--- src/hw/rtl/htba_pkg.sv ---
// types and constants of the handle table allocator
package htba_pkg;

    localparam int OP_W       = 3;
    localparam int HANDLE_W   = 6;
    localparam int DESC_W     = 16;
    localparam int STATUS_W   = 2;
    localparam int SLOT_OUT_W = 5;
    localparam int COUNT_W    = 8;

    localparam int IN_TDATA_W  = 24;
    localparam int OUT_TDATA_W = 24;
    localparam int OUT_PAD_W   = OUT_TDATA_W - DESC_W - SLOT_OUT_W;

    localparam logic [OP_W-1:0] OP_OPEN   = 3'd0;
    localparam logic [OP_W-1:0] OP_CLOSE  = 3'd1;
    localparam logic [OP_W-1:0] OP_LOOKUP = 3'd2;
    localparam logic [OP_W-1:0] OP_ADD    = 3'd3;
    localparam logic [OP_W-1:0] OP_DROP   = 3'd4;

    localparam logic [STATUS_W-1:0] ST_OK       = 2'd0;
    localparam logic [STATUS_W-1:0] ST_FULL     = 2'd1;
    localparam logic [STATUS_W-1:0] ST_NOT_OPEN = 2'd2;
    localparam logic [STATUS_W-1:0] ST_RELEASE  = 2'd3;

    localparam logic [COUNT_W-1:0] COUNT_MAX   = 8'hFF;
    localparam logic [COUNT_W-1:0] COUNT_RESET = 8'd1;

    typedef enum logic [3:0] {
        S_IDLE = 4'b0001,
        S_WALK = 4'b0010,
        S_READ = 4'b0100,
        S_RESP = 4'b1000
    } state_t;

    typedef struct packed {
        logic [STATUS_W-1:0]   status;
        logic [SLOT_OUT_W-1:0] slot;
        logic [DESC_W-1:0]     desc;
        logic                  last;
    } result_t;

endpackage

--- src/hw/rtl/handle_table_bitmap_alloc_core.sv ---
// handle table: bitmap slot allocator with descriptor ram and release walk
//
// input channel s_*: one beat per request, operation in s_tuser, handle and
// host descriptor in s_tdata. output channel m_*: result beats, status in
// m_tuser, slot and descriptor in m_tdata, m_tlast on the final result of a
// request. operations 5 to 7 are dropped without a result.
// one request is worked on at a time; s_tready is high only while idle.
// open, add_user, a drop_user that leaves the count above zero and failed
// close/lookup pass from accept through the result state to the output; a good
// close or lookup first reads the descriptor ram, a walk with no open slot
// passes through the walk state first, and a release walk repeats find lowest
// slot, ram read and result for each open slot. s_tready returns as a
// request's final result loads. results sit in a single output register; a
// new result waits in res_reg until m_tready takes the previous one, so a
// stalled receiver holds the block in its result state and s_tready stays low.
// after reset the low RESERVED_SLOTS slots are marked in use, the user count
// is one and the output is empty; the descriptor ram is not cleared since a
// slot is only read after open has written it.
module handle_table_bitmap_alloc_core
    import htba_pkg::*;
#(
    parameter int SLOT_COUNT     = 32,
    parameter int RESERVED_SLOTS = 3
) (
    input  logic                   clk,
    input  logic                   rst_n,
    input  logic                   s_tvalid,
    output logic                   s_tready,
    input  logic [IN_TDATA_W-1:0]  s_tdata,   // handle, host_descriptor, zero pad
    input  logic [OP_W-1:0]        s_tuser,   // operation
    output logic                   m_tvalid,
    input  logic                   m_tready,
    output logic [OUT_TDATA_W-1:0] m_tdata,   // slot, descriptor_out, zero pad
    output logic [STATUS_W-1:0]    m_tuser,   // status
    output logic                   m_tlast
);

    localparam int IDX_W = $clog2(SLOT_COUNT);
    localparam int CMP_W = HANDLE_W + 1;
    localparam logic [CMP_W-1:0] SLOT_LIMIT = CMP_W'(SLOT_COUNT);
    localparam logic [CMP_W-1:0] RESV_LIMIT = CMP_W'(RESERVED_SLOTS);

    function automatic logic [SLOT_COUNT-1:0] resv_mask_f();
        logic [SLOT_COUNT-1:0] m;
        m = '0;
        for (int i = 0; i < SLOT_COUNT; i++)
        begin
            m[i] = (i < RESERVED_SLOTS);
        end
        return m;
    endfunction

    localparam logic [SLOT_COUNT-1:0] RESV_MASK = resv_mask_f();

    state_t                 state_reg,  state_next;
    logic [SLOT_COUNT-1:0]  bitmap_reg, bitmap_next;
    logic [COUNT_W-1:0]     count_reg,  count_next;
    result_t                res_reg,    res_next;
    result_t                out_reg,    out_next;
    logic                   out_valid_reg, out_valid_next;

    logic [HANDLE_W-1:0]    handle;
    logic [DESC_W-1:0]      host_desc;
    logic [OP_W-1:0]        op;
    logic                   accept;
    logic                   handle_open;
    logic [SLOT_COUNT-1:0]  walk_mask;
    logic [SLOT_COUNT-1:0]  walk_rest;
    logic [SLOT_COUNT-1:0]  pe_vec;
    logic                   pe_found;
    logic [IDX_W-1:0]       pe_idx;
    logic                   ram_wr_en;
    logic [IDX_W-1:0]       ram_rd_addr;
    logic [DESC_W-1:0]      ram_rd_data;
    logic                   out_free;

    assign handle    = s_tdata[HANDLE_W-1:0];
    assign host_desc = s_tdata[HANDLE_W +: DESC_W];
    assign op        = s_tuser;
    assign s_tready  = (state_reg == S_IDLE);
    assign accept    = s_tvalid && s_tready;

    assign handle_open = (CMP_W'(handle) >= RESV_LIMIT) && (CMP_W'(handle) < SLOT_LIMIT)
                         && bitmap_reg[handle[IDX_W-1:0]];

    assign walk_mask = bitmap_reg & ~RESV_MASK;
    assign pe_vec    = (state_reg == S_WALK) ? walk_mask : ~bitmap_reg;

    always_comb
    begin
        walk_rest         = walk_mask;
        walk_rest[pe_idx] = 1'b0;
    end

    htba_lowest #(
        .WIDTH (SLOT_COUNT)
    ) u_lowest (
        .vec   (pe_vec),
        .found (pe_found),
        .idx   (pe_idx)
    );

    assign ram_wr_en   = accept && (op == OP_OPEN) && pe_found;
    assign ram_rd_addr = (state_reg == S_WALK) ? pe_idx : handle[IDX_W-1:0];

    htba_ram #(
        .WIDTH (DESC_W),
        .DEPTH (SLOT_COUNT)
    ) u_store (
        .clk     (clk),
        .wr_en   (ram_wr_en),
        .wr_addr (pe_idx),
        .wr_data (host_desc),
        .rd_addr (ram_rd_addr),
        .rd_data (ram_rd_data)
    );

    assign out_free = !out_valid_reg || m_tready;

    always_comb
    begin
        state_next     = state_reg;
        bitmap_next    = bitmap_reg;
        count_next     = count_reg;
        res_next       = res_reg;
        out_next       = out_reg;
        out_valid_next = out_valid_reg && !m_tready;

        case (state_reg)
            S_IDLE:
            begin
                if (accept)
                begin
                    res_next = '{status: ST_OK, slot: '0, desc: '0, last: 1'b1};
                    state_next = S_RESP;
                    case (op)
                        OP_OPEN:
                        begin
                            if (pe_found)
                            begin
                                bitmap_next[pe_idx] = 1'b1;
                                res_next.slot = SLOT_OUT_W'(pe_idx);
                                res_next.desc = host_desc;
                            end
                            else
                            begin
                                res_next.status = ST_FULL;
                            end
                        end
                        OP_CLOSE, OP_LOOKUP:
                        begin
                            if (handle_open)
                            begin
                                if (op == OP_CLOSE)
                                begin
                                    bitmap_next[handle[IDX_W-1:0]] = 1'b0;
                                end
                                res_next.slot = SLOT_OUT_W'(handle);
                                state_next = S_READ;
                            end
                            else
                            begin
                                res_next.status = ST_NOT_OPEN;
                            end
                        end
                        OP_ADD:
                        begin
                            if (count_reg != COUNT_MAX)
                            begin
                                count_next = count_reg + COUNT_W'(1);
                            end
                        end
                        OP_DROP:
                        begin
                            if (count_reg > COUNT_W'(1))
                            begin
                                count_next = count_reg - COUNT_W'(1);
                            end
                            else
                            begin
                                count_next = '0;
                                state_next = S_WALK;
                            end
                        end
                        default:
                        begin
                            state_next = S_IDLE;
                        end
                    endcase
                end
            end
            S_WALK:
            begin
                if (pe_found)
                begin
                    bitmap_next[pe_idx] = 1'b0;
                    res_next = '{status: ST_RELEASE, slot: SLOT_OUT_W'(pe_idx),
                                 desc: '0, last: (walk_rest == '0)};
                    state_next = S_READ;
                end
                else
                begin
                    res_next = '{status: ST_OK, slot: '0, desc: '0, last: 1'b1};
                    state_next = S_RESP;
                end
            end
            S_READ:
            begin
                res_next.desc = ram_rd_data;
                state_next = S_RESP;
            end
            S_RESP:
            begin
                if (out_free)
                begin
                    out_next       = res_reg;
                    out_valid_next = 1'b1;
                    if ((res_reg.status == ST_RELEASE) && !res_reg.last)
                    begin
                        state_next = S_WALK;
                    end
                    else
                    begin
                        state_next = S_IDLE;
                    end
                end
            end
            default:
            begin
                state_next = S_IDLE;
            end
        endcase
    end

    always_ff @(posedge clk or negedge rst_n)
    begin
        if (!rst_n)
        begin
            state_reg     <= S_IDLE;
            bitmap_reg    <= RESV_MASK;
            count_reg     <= COUNT_RESET;
            out_valid_reg <= 1'b0;
        end
        else
        begin
            state_reg     <= state_next;
            bitmap_reg    <= bitmap_next;
            count_reg     <= count_next;
            out_valid_reg <= out_valid_next;
        end
    end

    always_ff @(posedge clk)
    begin
        res_reg <= res_next;
        out_reg <= out_next;
    end

    assign m_tvalid = out_valid_reg;
    assign m_tdata  = {{OUT_PAD_W{1'b0}}, out_reg.desc, out_reg.slot};
    assign m_tuser  = out_reg.status;
    assign m_tlast  = out_reg.last;

endmodule

--- src/hw/rtl/htba_ram.sv ---
// generic single-write, single-read ram with registered read data
module htba_ram #(
    parameter int WIDTH = 16,
    parameter int DEPTH = 32
) (
    input  logic                     clk,
    input  logic                     wr_en,
    input  logic [$clog2(DEPTH)-1:0] wr_addr,
    input  logic [WIDTH-1:0]         wr_data,
    input  logic [$clog2(DEPTH)-1:0] rd_addr,
    output logic [WIDTH-1:0]         rd_data
);

    logic [WIDTH-1:0] mem_reg [DEPTH];
    logic [WIDTH-1:0] rd_data_reg;

    always_ff @(posedge clk)
    begin
        if (wr_en)
        begin
            mem_reg[wr_addr] <= wr_data;
        end
        rd_data_reg <= mem_reg[rd_addr];
    end

    assign rd_data = rd_data_reg;

endmodule

--- src/hw/rtl/htba_lowest.sv ---
// lowest set bit finder over the slot bitmap
module htba_lowest #(
    parameter int WIDTH = 32
) (
    input  logic [WIDTH-1:0]         vec,
    output logic                     found,
    output logic [$clog2(WIDTH)-1:0] idx
);

    localparam int IDX_W = $clog2(WIDTH);

    always_comb
    begin
        idx = '0;
        for (int i = WIDTH - 1; i >= 0; i--)
        begin
            if (vec[i])
            begin
                idx = IDX_W'(i);
            end
        end
    end

    assign found = |vec;

endmodule

--- config.mk ---
export PLATFORM = sky130hd
export DESIGN_NAME = handle_table_bitmap_alloc_core
export DESIGN_NICKNAME = d
export VERILOG_FILES = /design/src/hw/rtl/htba_pkg.sv /design/src/hw/rtl/handle_table_bitmap_alloc_core.sv /design/src/hw/rtl/htba_ram.sv /design/src/hw/rtl/htba_lowest.sv
export SDC_FILE = /design/constraint.sdc
export NUM_CORES = 1
export LEC_CHECK = 0
export BUFFER_PORTS_ARGS = -buffer_cell sky130_fd_sc_hd__buf_2
export CAP_MARGIN = 25
export CORE_UTILIZATION = 62
export CTS_CLUSTER_SIZE = 25
export DETAILED_ROUTE_END_ITERATION = 7
export PLACE_DENSITY = 0.85
export SYNTH_ARGS = -nofsm -noshare
export SYNTH_HDL_FRONTEND = slang
export SYNTH_SLANG_ARGS = --single-unit
export TNS_END_PERCENT = 10
--- constraint.sdc ---
create_clock -name clk -period 7.25 [get_ports clk]
set_input_delay 0.3625 -clock clk [delete_from_list [all_inputs] [get_ports clk]]
set_output_delay 0.3625 -clock clk [all_outputs]
set_load 0.05 [all_outputs]
==> impl_summary.txt <==
----------------------------------------------------
[Logic synthesis]
  Count of synthesis-stage warnings from yosys ... 0
  Synthesized cell area ... 0.0270 mm²
  Fraction of synthesized cell area taken by the top area cell type ... 0.622
  Post-synth top area cell ... edfxtp_1
  Number of enable flip-flop cells after synthesis ... 560
  Share of synthesized area occupied by flip-flops and latches ... 0.676
  Number of storage elements in the synthesis netlist ... 621
  Most frequent cell after synthesis ... edfxtp_1
  Mean Syn Cell Area ... 13.8 µm²
  Synth cell count leaders ... edfxtp_1 (560), mux2i_1 (174), nand2_1 (143)
  Dominant cells by area after synthesis ... edfxtp_1 (62%), mux2i_1 (6.4%), dfrtp_1 (3.7%)
  Number of instances in the synthesized netlist ... 1954
  Fraction of synthesis flops using an asynchronous set or reset pin ... 0.0725
  Top flip-flop cell by instance count after synthesis ... edfxtp_1
  Distinct cell type count of the synthesized netlist ... 79

[Placement]
  Number of placed instances with taps included ... 2511
  Number of buffer cells added on primary ports ... 54
  HPWL after detailed placement ... 43000 µm
  Worst slack, placed ... 2.13 ns
  Post-detailed-placement cell area ... 0.0280 mm²
  Last weighted congestion value of the routability-driven placer ... 0.992

[Drt]
  Iter 0 DRT Violations ... 2438
  DR vias/cell ... 6.71
  DR pass1 iterations ... 5
  DRC violations left ... 0
  Count of nets left with antenna violations after detail routing ... 0
  Detailed-route wire length ... 70300 µm
  Total number of vias ... 17600
  Average wire length per cell after detail routing ... 26.8 µm

[Outcome]
  Status ... complete, no violations

[Worst hold path]
  Type of the most critical hold path ... in -> reg

[Worst setup path]
  Data arrival time of the critical path ... 5.59 ns
  Largest fanout of any net on the critical path ... 12
  Crit path cell chain ... nor4_1 -> o211ai_1 -> a31oi_1 -> o32a_1 -> nand3_2 -> or3b_1 -> a221o_1 -> a2111oi_2 -> o2111ai_1 -> o31ai_1
  Highest-delay cell along the critical path ... nor4_1
  Required time worst endpoint ... 7.59 ns
  Element type at the critical path end ... register
  CP peak stage delay ... 0.66 ns
  Type of the setup path with the least slack ... reg -> reg
  Worst setup SP type ... register
  Internal reg-to-reg setup slack ... 2.00 ns

[Clocking]
  Clock input transition at the sequential cells of the worst setup and hold paths ... 0.06 ns
  Longest Clk Path Bufs ... 3
  Clock buffer count from CTS ... 58
  Number of gates given a new drive strength after cts ... 0
  Clock insertion delay at the later pin of the skew report ... 0.61 ns
  CTS Sinks ... 621
  CTS HTree Levels ... 2
  Clock tree from TritonCTS ... done
  Clock root buffer ... clkbuf_16

[Floorplanning]
  Die boundary width ... 211 µm
  Top-Level Pins ... 60
  Chip Height ... 211 µm
  Area of the die ... 0.0444 mm²
  Cell Rows ... 76
  Core area ... 0.0430 mm²
  Starting density of the core ... 0.629

[Timing]
  Final-report max-slew violation count ... 0
  Final setup viols ... 0
  Final setup slack of the worst path ... 2.00 ns
  Final worst path period need ... 5.25 ns
  Endpoints failing hold ... 0
  Maximum clock frequency ... 191 MHz
  Share of the clock period used by the worst path after layout ... 0.724
  Hold slack final ... 0.131 ns
  Worst slew slack as a fraction of its limit ... 0.243
  Fin Clk Skew ... 0.0105 ns
  Unrepaired setup endpoints after global routing ... no
  Slew of the pin with the lowest slew margin ... 1.13 ns
  Final setup TNS ... 0 ns

[Cells and area]
  Fraction of final layout cells sized beyond drive strength 1 ... 0.148
  Finished Layout Cells ... 2620
  Count of antenna diodes in the layout ... 0
  Core Util, Final ... 0.694
  Synthesis-to-layout area growth ... 10.5%
  Total Nets Final ... 2022
  Final instance area ... 0.0298 mm²
  Flip-flop count of the largest register, all copies and words added ... 512

[Global route]
  Global-route wire length before repair ... 104000 µm
  Antenna violations before repair ... 5
  Global-route usage over all layers ... 0.317
  Vias in the first global route ... 17200
  Global-route congestion overflow total ... 0
  Maximum number of pins on one net before global-route repair ... 124

[Power]
  P per Cell Area ... 276 mW/mm²
  Maximum vdd ir drop ... 0.000199 V
  Reported leakage power ... 10.2 nW
  Power consumption ... 8.25 mW

[Job]
  Max-cap viol count ... 0

----------------------------------------------------
==> cell type report <==
class	instances	area [µm²]
Sequential cell	621	18300
Fill cell	2763	13100
Multi-Input combinational cell	1172	8130
Clock buffer	79	1600
Timing Repair Buffer	114	763
Tap cell	585	732
Clock inverter	28	273
Inverter	21	78.8
==> final timing paths <==
path,startpoint,endpoint,depth (start not counted)
max,bitmap_reg[13]$_DFFE_PN0P_,res_reg[0]$_SDFFCE_PN1P_,10
min,m_tready,m_tvalid$_DFF_PN0_,3
max reg2reg,bitmap_reg[13]$_DFFE_PN0P_,res_reg[0]$_SDFFCE_PN1P_,10
min reg2reg,res_reg[11]$_DFFE_PP_,m_tdata[15]$_DFFE_PP_,0
max in group asynchronous,rst_n,count_reg[3]$_DFFE_PN0P_,3
min in group asynchronous,rst_n,bitmap_reg[30]$_DFFE_PN0P_,3
==> cell usage in the layout, fill, tap and decap left out, types with 35 or more instances in the layout <==
master     instances
edfxtp_1         560
mux2i_1          174
nand2_1          143
nor2_1           134
a21oi_1           90
o21ai_0           73
mux2_2            62
clkbuf_16         59
buf_2             56
buf_4             53
a211oi_1          47
dfrtp_1           40
and2_1            35
==> what timing repair did <==
| item | in CTS | in global routing |
|---|---|---|
| setup endpoints to repair | 0 | 0 |
| setup buffers | 0 | 0 |
| endpoints found under the hold margin | 40 | 0 |
| hold buffers | 1 | 0 |
==> cell families (layout without fill, tap and decap cells) <==
family	Yosys count	in the layout	share of synthesized area
AO/OA/AOI/OAI	429	429	0.108
AND/OR/NAND/NOR	485	485	0.0857
XOR/XNOR	1	1	0.000324
other	1	3	0.000139
multiplexers	251	251	0.103
buffers and inverters	163	242	0.0251
adder cells (fa/ha/maj)	3	3	0.00139
flip-flops	621	621	0.676
==> metal layers <==
metal / vias up / global-route usage / share of wire
met5: - / 0 / 0.00057
met4: 6 / 0.135 / 0.038
met3: 182 / 0.0547 / 0.085
met2: 1060 / 0.521 / 0.49
met1: 8686 / 0.419 / 0.39
li1: 7636 / - / -
==> critical path: cells and delay by family, from the launching register on <==
| kind | cells | cell delay [ns] |
|---|---|---|
| and+or+nand+nor | 3 | 1.57 |
| AOI/OAI and AO/OA | 7 | 2.85 |
| DFF | 1 | 0.55 |
==> where the power goes <==
part           total, mW  internal, mW  leakage, nW  switching, mW
sequential          4.20          4.09         5.78          0.113
combinational       1.07         0.296         3.55          0.771
clock               2.99          1.72        0.910           1.27
total               8.25          6.10         10.2           2.15
(Power assumes the default switching activity.)
